**src/hw/rtl/lffd_pkg.sv**
```systemverilog
// shared types and constants for the length-field frame decoder
package lffd_pkg;

    localparam int BYTE_W      = 8;
    localparam int LEN_W       = 32;
    localparam int SKIP_W      = 8;
    localparam int LBYTES_W    = 3;
    localparam int CFG_IDX_W   = 2;
    localparam int CNT_W       = 8;

    // configuration register indexes
    localparam logic [CFG_IDX_W-1:0] CFG_MAX_LEN           = 2'd0;
    localparam logic [CFG_IDX_W-1:0] CFG_HEADER_SKIP_BYTES = 2'd1;
    localparam logic [CFG_IDX_W-1:0] CFG_LENGTH_BYTES      = 2'd2;

    // configuration reset values
    localparam logic [LEN_W-1:0]    RST_MAX_LEN           = 32'd1048576;
    localparam logic [SKIP_W-1:0]   RST_HEADER_SKIP_BYTES = 8'd0;
    localparam logic [LBYTES_W-1:0] RST_LENGTH_BYTES      = 3'd4;

    localparam logic [LBYTES_W-1:0] LBYTES_MIN = 3'd1;
    localparam logic [LBYTES_W-1:0] LBYTES_MAX = 3'd4;

    typedef enum logic [1:0] {
        PH_HEADER  = 2'd0,
        PH_LENGTH  = 2'd1,
        PH_PAYLOAD = 2'd2,
        PH_ERROR   = 2'd3
    } phase_t;

    typedef struct packed {
        logic [LEN_W-1:0]    max_len;
        logic [SKIP_W-1:0]   header_skip_bytes;
        logic [LBYTES_W-1:0] eff_length_bytes;
    } cfg_t;

    typedef struct packed {
        logic [BYTE_W-1:0] payload_byte;
        logic              frame_last;
        logic              length_error;
    } result_t;

endpackage

```
**src/hw/rtl/lffd_cfg.sv**
```systemverilog
// configuration registers with length-size clamping
module lffd_cfg
    import lffd_pkg::*;
(
    input  logic                 clk,
    input  logic                 rst_n,
    input  logic                 cfg_wen,
    input  logic [CFG_IDX_W-1:0] cfg_index,
    input  logic [LEN_W-1:0]     cfg_data,
    output cfg_t                 cfg
);

    logic [LEN_W-1:0]    max_len_reg;
    logic [SKIP_W-1:0]   skip_reg;
    logic [LBYTES_W-1:0] lbytes_reg;

    always_ff @(posedge clk or negedge rst_n)
    begin
        if (!rst_n)
        begin
            max_len_reg <= RST_MAX_LEN;
            skip_reg    <= RST_HEADER_SKIP_BYTES;
            lbytes_reg  <= RST_LENGTH_BYTES;
        end
        else if (cfg_wen)
        begin
            unique case (cfg_index)
                CFG_MAX_LEN:           max_len_reg <= cfg_data;
                CFG_HEADER_SKIP_BYTES: skip_reg    <= cfg_data[SKIP_W-1:0];
                CFG_LENGTH_BYTES:      lbytes_reg  <= cfg_data[LBYTES_W-1:0];
                default: ;
            endcase
        end
    end

    // zero acts as one, above four acts as four
    always_comb
    begin
        cfg.max_len           = max_len_reg;
        cfg.header_skip_bytes = skip_reg;
        if (lbytes_reg < LBYTES_MIN)
            cfg.eff_length_bytes = LBYTES_MIN;
        else if (lbytes_reg > LBYTES_MAX)
            cfg.eff_length_bytes = LBYTES_MAX;
        else
            cfg.eff_length_bytes = lbytes_reg;
    end

endmodule

```
**src/hw/rtl/lffd_core.sv**
```systemverilog
// frame phase tracking, length assembly and result generation
module lffd_core
    import lffd_pkg::*;
(
    input  logic              clk,
    input  logic              rst_n,
    input  cfg_t              cfg,
    input  logic              accept,
    input  logic [BYTE_W-1:0] data_byte,
    output logic              res_valid,
    output result_t           res
);

    phase_t           phase_reg,  phase_next;
    logic [CNT_W-1:0] count_reg,  count_next;
    logic [LEN_W-1:0] accum_reg,  accum_next;
    logic [LEN_W-1:0] left_reg,   left_next;

    logic [LEN_W-1:0] base_accum;
    logic [CNT_W-1:0] base_count;
    logic [LEN_W-1:0] new_accum;
    logic [CNT_W-1:0] new_count;
    logic [LEN_W-1:0] left_dec;

    always_ff @(posedge clk or negedge rst_n)
    begin
        if (!rst_n)
        begin
            phase_reg <= PH_HEADER;
            count_reg <= '0;
            accum_reg <= '0;
            left_reg  <= '0;
        end
        else
        begin
            phase_reg <= phase_next;
            count_reg <= count_next;
            accum_reg <= accum_next;
            left_reg  <= left_next;
        end
    end

    // header byte that falls through starts the length field fresh
    assign base_accum = (phase_reg == PH_HEADER) ? '0 : accum_reg;
    assign base_count = (phase_reg == PH_HEADER) ? '0 : count_reg;
    assign new_accum  = {base_accum[LEN_W-BYTE_W-1:0], data_byte};
    assign new_count  = base_count + CNT_W'(1);
    assign left_dec   = (left_reg != '0) ? left_reg - LEN_W'(1) : left_reg;

    always_comb
    begin
        phase_next = phase_reg;
        count_next = count_reg;
        accum_next = accum_reg;
        left_next  = left_reg;
        res_valid  = 1'b0;
        res        = '0;
        if (accept)
        begin
            unique case (phase_reg) inside
                PH_ERROR:
                begin
                end
                PH_PAYLOAD:
                begin
                    res_valid        = 1'b1;
                    res.payload_byte = data_byte;
                    res.frame_last   = (left_dec == '0);
                    left_next        = left_dec;
                    if (left_dec == '0)
                    begin
                        phase_next = PH_HEADER;
                        count_next = '0;
                        accum_next = '0;
                    end
                end
                PH_HEADER, PH_LENGTH:
                begin
                    if (phase_reg == PH_HEADER && count_reg < cfg.header_skip_bytes)
                    begin
                        count_next = count_reg + CNT_W'(1);
                    end
                    else if (new_count < CNT_W'(cfg.eff_length_bytes))
                    begin
                        phase_next = PH_LENGTH;
                        count_next = new_count;
                        accum_next = new_accum;
                    end
                    else if (new_accum == '0 || new_accum > cfg.max_len)
                    begin
                        phase_next       = PH_ERROR;
                        count_next       = new_count;
                        accum_next       = new_accum;
                        res_valid        = 1'b1;
                        res.length_error = 1'b1;
                    end
                    else
                    begin
                        phase_next = PH_PAYLOAD;
                        count_next = '0;
                        accum_next = new_accum;
                        left_next  = new_accum;
                    end
                end
                default:
                begin
                end
            endcase
        end
    end

endmodule

```
**src/hw/rtl/lffd_out_buf.sv**
```systemverilog
// output register with one skid entry
module lffd_out_buf
    import lffd_pkg::*;
(
    input  logic    clk,
    input  logic    rst_n,
    input  logic    push,
    input  result_t push_data,
    output logic    full,
    output logic    out_valid,
    input  logic    out_stall,
    output result_t out_data
);

    logic    out_valid_reg, out_valid_next;
    logic    skid_valid_reg, skid_valid_next;
    result_t out_reg, out_next;
    result_t skid_reg, skid_next;
    logic    take;

    assign take      = out_valid_reg && !out_stall;
    assign full      = skid_valid_reg;
    assign out_valid = out_valid_reg;
    assign out_data  = out_reg;

    always_ff @(posedge clk or negedge rst_n)
    begin
        if (!rst_n)
        begin
            out_valid_reg  <= 1'b0;
            skid_valid_reg <= 1'b0;
        end
        else
        begin
            out_valid_reg  <= out_valid_next;
            skid_valid_reg <= skid_valid_next;
        end
    end

    always_ff @(posedge clk)
    begin
        out_reg  <= out_next;
        skid_reg <= skid_next;
    end

    // push only arrives while the skid entry is empty
    always_comb
    begin
        out_valid_next  = out_valid_reg;
        skid_valid_next = skid_valid_reg;
        out_next        = out_reg;
        skid_next       = skid_reg;
        if (push)
        begin
            if (!out_valid_reg || take)
            begin
                out_valid_next = 1'b1;
                out_next       = push_data;
            end
            else
            begin
                skid_valid_next = 1'b1;
                skid_next       = push_data;
            end
        end
        else if (take)
        begin
            if (skid_valid_reg)
            begin
                out_next        = skid_reg;
                skid_valid_next = 1'b0;
            end
            else
            begin
                out_valid_next = 1'b0;
            end
        end
    end

endmodule

```
**src/hw/rtl/length_field_frame_decoder.sv**
```systemverilog
// top level of the length-field frame decoder
//
//   channel   direction  handshake              payload
//   input     in         in_valid / in_stall    data_byte
//   output    out        out_valid / out_stall  payload_byte, frame_last, length_error
//   config    in         cfg_wen                cfg_index, cfg_data
//
// one byte request is taken every cycle unless in_stall is high; its result, if any,
// set by the single phase/count update, goes to the output register or skid entry
// reset clears phase, counters and config to their defaults; no clearing pass
// output stall is absorbed by a one-entry skid buffer, so input stall rises
// only when both the output register and the skid entry hold a request
// an invalid length gives one error request, then every byte is dropped until reset
module length_field_frame_decoder
    import lffd_pkg::*;
(
    input  logic                 clk,
    input  logic                 rst_n,
    // configuration write port
    input  logic                 cfg_wen,
    input  logic [CFG_IDX_W-1:0] cfg_index,
    input  logic [LEN_W-1:0]     cfg_data,
    // byte stream in
    input  logic                 in_valid,
    output logic                 in_stall,
    input  logic [BYTE_W-1:0]    data_byte,
    // results out
    output logic                 out_valid,
    input  logic                 out_stall,
    output logic [BYTE_W-1:0]    payload_byte,
    output logic                 frame_last,
    output logic                 length_error
);

    cfg_t    cfg;
    logic    accept;
    logic    res_valid;
    result_t res;
    result_t out_data;
    logic    buf_full;

    // skid entry full means the next result could have nowhere to go
    assign in_stall = buf_full;
    assign accept   = in_valid && !buf_full;

    lffd_cfg u_cfg (
        .clk       (clk),
        .rst_n     (rst_n),
        .cfg_wen   (cfg_wen),
        .cfg_index (cfg_index),
        .cfg_data  (cfg_data),
        .cfg       (cfg)
    );

    // header skip, length assembly, payload pass-through in one step per byte
    lffd_core u_core (
        .clk       (clk),
        .rst_n     (rst_n),
        .cfg       (cfg),
        .accept    (accept),
        .data_byte (data_byte),
        .res_valid (res_valid),
        .res       (res)
    );

    lffd_out_buf u_out_buf (
        .clk       (clk),
        .rst_n     (rst_n),
        .push      (res_valid),
        .push_data (res),
        .full      (buf_full),
        .out_valid (out_valid),
        .out_stall (out_stall),
        .out_data  (out_data)
    );

    assign payload_byte = out_data.payload_byte;
    assign frame_last   = out_data.frame_last;
    assign length_error = out_data.length_error;

endmodule

```
**config.mk**
```make
export PLATFORM = sky130hd
export DESIGN_NAME = length_field_frame_decoder
export DESIGN_NICKNAME = d
export VERILOG_FILES = /design/src/hw/rtl/lffd_pkg.sv /design/src/hw/rtl/lffd_cfg.sv /design/src/hw/rtl/lffd_core.sv /design/src/hw/rtl/lffd_out_buf.sv /design/src/hw/rtl/length_field_frame_decoder.sv
export SDC_FILE = /design/constraint.sdc
export NUM_CORES = 1
export LEC_CHECK = 0
export CORE_ASPECT_RATIO = 2
export CORE_MARGIN = 2
export CORE_UTILIZATION = 60
export CTS_BUF_LIST = sky130_fd_sc_hd__clkbuf_2 sky130_fd_sc_hd__clkbuf_4 sky130_fd_sc_hd__clkbuf_8
export DETAILED_ROUTE_END_ITERATION = 6
export DONT_BUFFER_PORTS = 1
export GPL_TIMING_DRIVEN = 0
export PLACE_DENSITY_LB_ADDON = 0.25
export SETUP_SLACK_MARGIN = 0.4
export SLEW_MARGIN = 20
export SYNTH_ARGS = -nofsm -noshare
export SYNTH_HDL_FRONTEND = slang
export SYNTH_SLANG_ARGS = --single-unit
```
**constraint.sdc**
```tcl
create_clock -name clk -period 4.6 [get_ports clk]
set_input_delay 1.38 -clock clk [delete_from_list [all_inputs] [get_ports clk]]
set_output_delay 1.38 -clock clk [all_outputs]
set_load 0.02 [all_outputs]
```
# == Word-level counts from Yosys, hierarchy flattened ==
# Index checks and enable logic that the tools add are counted.
# word_totals
wordCells,103
memories,0
inputBits,47
ramBits,0
regBits,131
latch_bits,0
out_inout_bits,12
rom_bits,0
# classes
shifts,0
div,0
bitwise_logic,1
n_mul,0
n_reduce_logical,27
order_cmp,5
add_sub_neg,3
eq_ne,11
mux,41
# op_table
cell,n
$mux 32,4
$mux 24,3
$logic_not 32->1,2
$pmux 32 s2,1
$mux 10,5
$pmux 24 s2,1
$mux 8,5
$gt 32x32->1,1
$reduce_bool 32->1,1
$sub 32x1->32 const B,1
$add 8x1->8 const B,2
$pmux 8 s2,1
$mux 1,13
$ne 2x2->1 const B,6
$reduce_and 2->1,5
$mux 9,1
$reduce_and 3->1,3
$lt 8x3->1,1
$lt 8x8->1,1
$mux 2,3
$mux 3,2
$reduce_bool 2->1,3
$reduce_and 5->1,1
$eq 2x1->1 const B,2
other kinds (13),20

# == Logic depth before layout (Yosys ltp) ==
# logic_depth
depth_word,11
mapped_depth,17
ltp_nobuf,12

# == Cells and area by module ==
# From an unflattened synthesis, not the netlist that was laid out.
# unflattened
hier_cells,904
hier_area_um2,8528.2
# by_module_without_submodules
mod,seq_area_each_um2,cells_per_inst,n_inst,area_each_um2
lffd_core,1651.6,765,1,6014.5
lffd_cfg,1078.5,96,1,1649.1
lffd_out_buf,650.6,42,1,850.8
length_field_frame_decoder,0.0,1,1,13.8

# == Least setup slack after synthesis ==
# No wires, ideal clock.
# synth_path
path_type,flip-flop to flip-flop
from,register u_core.phase_reg[0]
to,"register u_out_buf.out_reg (netlist bit u_out_buf.out_data[0]), enable pin"
t_required_ps,4208
setup_time_ps,392
path_stages_with_launch,18
arrival_time_ps,4075
period_less_slack_ps,4467
slack_ps,133
path_buffers,5
path_cell_list,dfrtp_1 > or2_2 > clkbuf_1 > clkbuf_1 > clkbuf_1 > and2_1 > ha_1 > xnor2_1 > ha_1 > o21ai_0 > a21oi_1 > nor3_1 > o211ai_1 > clkbuf_1 > nor4b_1 > nor2_1 > clkbuf_1 > a21boi_0
# synth_between
elab_chain_len,11
elab_cells_between_ends,21
cone_classes,add/sub (1); order compare (2); eq/ne (3); mux (7); reduce/logical (8)
# synth_lines
element,line,rtl
start: declaration,lffd_core.sv:14,"phase_t phase_reg, phase_next;"
start signal: assignment,lffd_core.sv:36,phase_reg <= phase_next;
branches (longest 7 deep; another with $add 8x1->8),--,
$pmux 1 s2 *,lffd_core.sv:60,unique case (phase_reg) inside
$mux 1 *,lffd_core.sv:58,if (accept)
$ne 2x1->1 (no source line) / $reduce_bool 2->1 (equally long branches),--,
$reduce_and 3->1 (no source line) *,--,
end signal: assignment,lffd_out_buf.sv:42,out_reg <= out_next;
end: declaration,lffd_out_buf.sv:17,"result_t out_reg, out_next;"
# Every way passes the cells marked *.
# A chain may end at the register's enable or synchronous reset.

# == Worst setup path after layout ==
# layout_path
from,register u_core.phase_reg[0]
to,register u_core.count_reg[1]
# layout_between
elab_chain_len,8
elab_cells_between_ends,19
cone_classes,add/sub (1); order compare (2); eq/ne (3); mux (6); reduce/logical (7)
# layout_lines
element,line,rtl
branches (longest 8 deep; another with $add 8x1->8),--,
end signal: assignment,lffd_core.sv:37,count_reg <= count_next;
end: declaration,lffd_core.sv:15,"logic [CNT_W-1:0] count_reg, count_next;"
# Several ways; the timed one is not identified.

==> qor.txt <==
Outcome -> completed
Aggregate global-route resource usage -> 0.3850
Post-DP HPWL -> 20,600 um
Clock network power share -> 0.374
Top delay family on crit path -> compound AO/OA/AOI/OAI gates
Routed length per instance -> 23.13 um
Placement Setup Slack -> -0.9009 ns
Max Slew Vio Count -> 0
DIE HEIGHT -> 173.9 um
Filler instances -> 1,228
Vias in the first global route -> 8,285
Period minus WS final -> 4.131 ns
Worst-margin pin slew -> 0.7660 ns
Register area share after synthesis -> 0.3902
Net Sw Power -> 955.3 uW
Fin. Hold Viols -> 0
First-pass GRT wire length -> 44,200 um
Max-Cap Viols -> 0
Combinational Power Share -> 0.179
Root Buffer -> clkbuf_8
Tot Pwr -> 3128 uW
Worst-path fanout max -> 10
Hold worst-path end -> u_cfg.skip_reg[2]
Final setup viols -> 0
Post-route DRC -> 0
Post-route cell area -> 0.009619 mm2
Crit path max-delay cell type -> dfrtp_2
Crit share post-route -> 0.8981
Max_slew headroom -> 0.4875
First-pass detailed-route iteration total -> 7
Final Net Count -> 1,102
Vias per Instance -> 6.671
IO Port Bufs -> 0
Worst skew pair latency -> 0.48 ns
H-tree levels -> 4
Final worst slack -> 0.4686 ns
Worst Setup Path Type -> flip-flop to flip-flop
Crit Reg-Reg Startpoint -> u_core.phase_reg[0]
Async SR Flop Fraction -> 0.8473
Antenna violations before repair -> 0
DR iter-0 viols -> 708
Die X -> 88.98 um
RSZ-0062 raised after global routing -> no
Hold_sp -> u_cfg.skip_reg[2]
Leak -> 0.004045 uW
CP Data Required Time -> 4.95 ns
Final Skew -> 0.01848 ns
Share of layout cells above drive strength 1 -> 0.1348
Pint -> 2173 uW
Reg clk slew, reported paths -> 0.09 ns
Delay of the slowest cell on the worst path -> 0.44 ns
Die Area -> 0.01548 mm2
Starting Density -> 0.6070
Cell Chain, Critical Path -> or2_2, clkbuf_4, buf_4, buf_4, and2_1, ha_1, a21oi_1, o21ai_0, a221o_1, a211o_1, a221oi_4, buf_6, and2_0, buf_4, buf_8, o31ai_1, mux2_4
R2r setup slk -> 0.47 ns
Peak Freq -> 242.1 MHz
Top_reg_cell synth -> dfrtp_1
CTS tree -> done
CTS buffer count -> 17
Avg Inst Size Synth -> 8.779 um2
WL final -> 28,150 um
Cell count after synthesis -> 987
Yosys warnings -> 0
Mapped cell area -> 0.008665 mm2
Synth area leader -> dfrtp_1
Pwr Density -> 325.2 mW/mm2
WHS Path Cells -> 1
Net Sw Frac -> 0.3054
Core outline area -> 0.01427 mm2
Count of cell types in the netlist -> 79
Top cell type's share of synthesized area -> 0.3148
Global placement routability congestion -> 1.030
CP Data Arrival Time -> 4.49 ns
Most common cell in the synthesized netlist -> nand2_1
Syn_nets -> 1,078
Area grow syn2layout -> 11.02%
Largest net degree at the start of global routing -> 112
Crit path buffers/inverters -> 6
Hold Crit Class -> flip-flop to flip-flop
Max clock buf depth -> 2
Vias -> 8,119
GRT Residual Overflow -> 0
Final antenna-violating net count -> 0
Post-DP Area -> 0.008910 mm2
Number of flops mapped to enable cells by yosys -> 20
IO Pins -> 59
Final core occ -> 0.6739
Sequential Power Share -> 0.447
VDD IR-drop max -> 0.2782 mV
Leading post-synthesis cells by cell area -> dfrtp_1 31%, edfxtp_1 6.9%, ha_1 6.4%
CTS Sinks -> 131
Commonest cells post-synth -> 120 x nand2_1, 109 x dfrtp_1, 75 x o21ai_0
Crit. End Element -> flip-flop
# hold bufs at CTS -> 0
Most used cell along the critical path -> buf_4
Row Count -> 62
Flops & latches, synth -> 131
Critical Path Source Type -> flip-flop
R2R depth -> 17
Reg-to-Reg End -> u_core.count_reg[1]
## worst max-delay path by stage
stage	to	from	cells after the start
2_1_floorplan	u_out_buf.out_data[0]	u_core.phase_reg[0]	17
3_3_place_gp	u_out_buf.out_data[8]	u_core.phase_reg[0]	17
3_5_place_dp	u_out_buf.out_data[8]	u_core.phase_reg[0]	17
4_1_cts	u_core.count_reg[1]	u_core.phase_reg[0]	16
5_1_grt	u_core.count_reg[1]	u_core.phase_reg[0]	17
6_report	u_core.count_reg[1]	u_core.phase_reg[0]	17
## power groups by stage
stage	registers (uW)	logic, uW	clock network (uW)
3_5_place_dp	1420	507	0
5_1_grt	1410	620	1220
6_report	1400	560	1170
4_1_cts	1400	536	1170
3_3_place_gp	1410	491	0
2_1_floorplan	1400	383	0
## area by class of cell
class	instances	area, um2	area share
clock buffer	17	234.0	0.02432
inverter	55	206.4	0.02146
timing repair buffer	5	53.80	0.005593
multi-input combinational	733	4910	0.5104
buffer	68	362.8	0.03772
sequential	131	3382	0.3516
clock inverter	15	227.7	0.02367
antenna	1	2.502	0.0002601
tap	192	240.2	0.02497
## kinds of logic after synthesis
family	synth area share
flip-flops	0.3902
multiplexers	0.02542
XOR/XNOR	0.01011
AO/OA/AOI/OAI	0.2299
buffers and inverters	0.05848
AND/OR/NAND/NOR	0.2224
adder cells (fa/ha/maj)	0.06354
## stage by stage
stage / setup TNS, ns / hold slack [ns] / cells
final: 0 / 0.5102 / 1217
after global routing: 0 / 0.5311 / 1216
after CTS: 0 / 0.5111 / 1212
after detailed placement: -32.42 / 0.4944 / 1179
after global placement: -29.07 / 0.4888 / 1179
after floorplan: 0 / 0.4794 / 987
## cell usage in the layout, fill, tap and decap left out, types with 6 or more instances in the layout
master	synthesis	routed
a21o_1	13	13
a21oi_1	37	37
a22oi_1	24	24
a2bb2oi_1	10	10
a31oi_1	10	10
and2_1	30	30
and3_1	14	14
buf_2	4	6
buf_4	0	7
clkbuf_1	58	46
clkbuf_8	0	18
dfrtp_1	109	108
edfxtp_1	20	20
ha_1	44	44
inv_1	55	55
mux2_2	12	12
mux2i_1	7	6
nand2_1	120	120
nand3_1	24	24
nand4_1	18	18
nor2_1	43	40
nor2b_1	7	6
nor3_1	30	27
nor4_1	24	22
o211ai_1	19	19
o21ai_0	75	75
o21ai_2	18	18
o22ai_1	11	11
o31ai_1	14	14
or2_2	7	7
or3_1	12	12
or4_1	8	8
xnor2_1	8	7
## metal layers
layer / track usage / routed length, um
met2: 0.6147 / 14070
met5: 0 / 0
met4: 0.3141 / 2468
met3: 0.08120 / 1945
met1: 0.4245 / 9666
## repair_timing
action / in CTS / in global routing
resized for setup: 33 / 28
endpoints found under the setup margin: 74 / 78
pin swaps: 4 / 4
setup buffers: 1 / 4
endpoints found under the hold margin: 0 / 0
No activity file was read; power rests on OpenSTA's default activity.
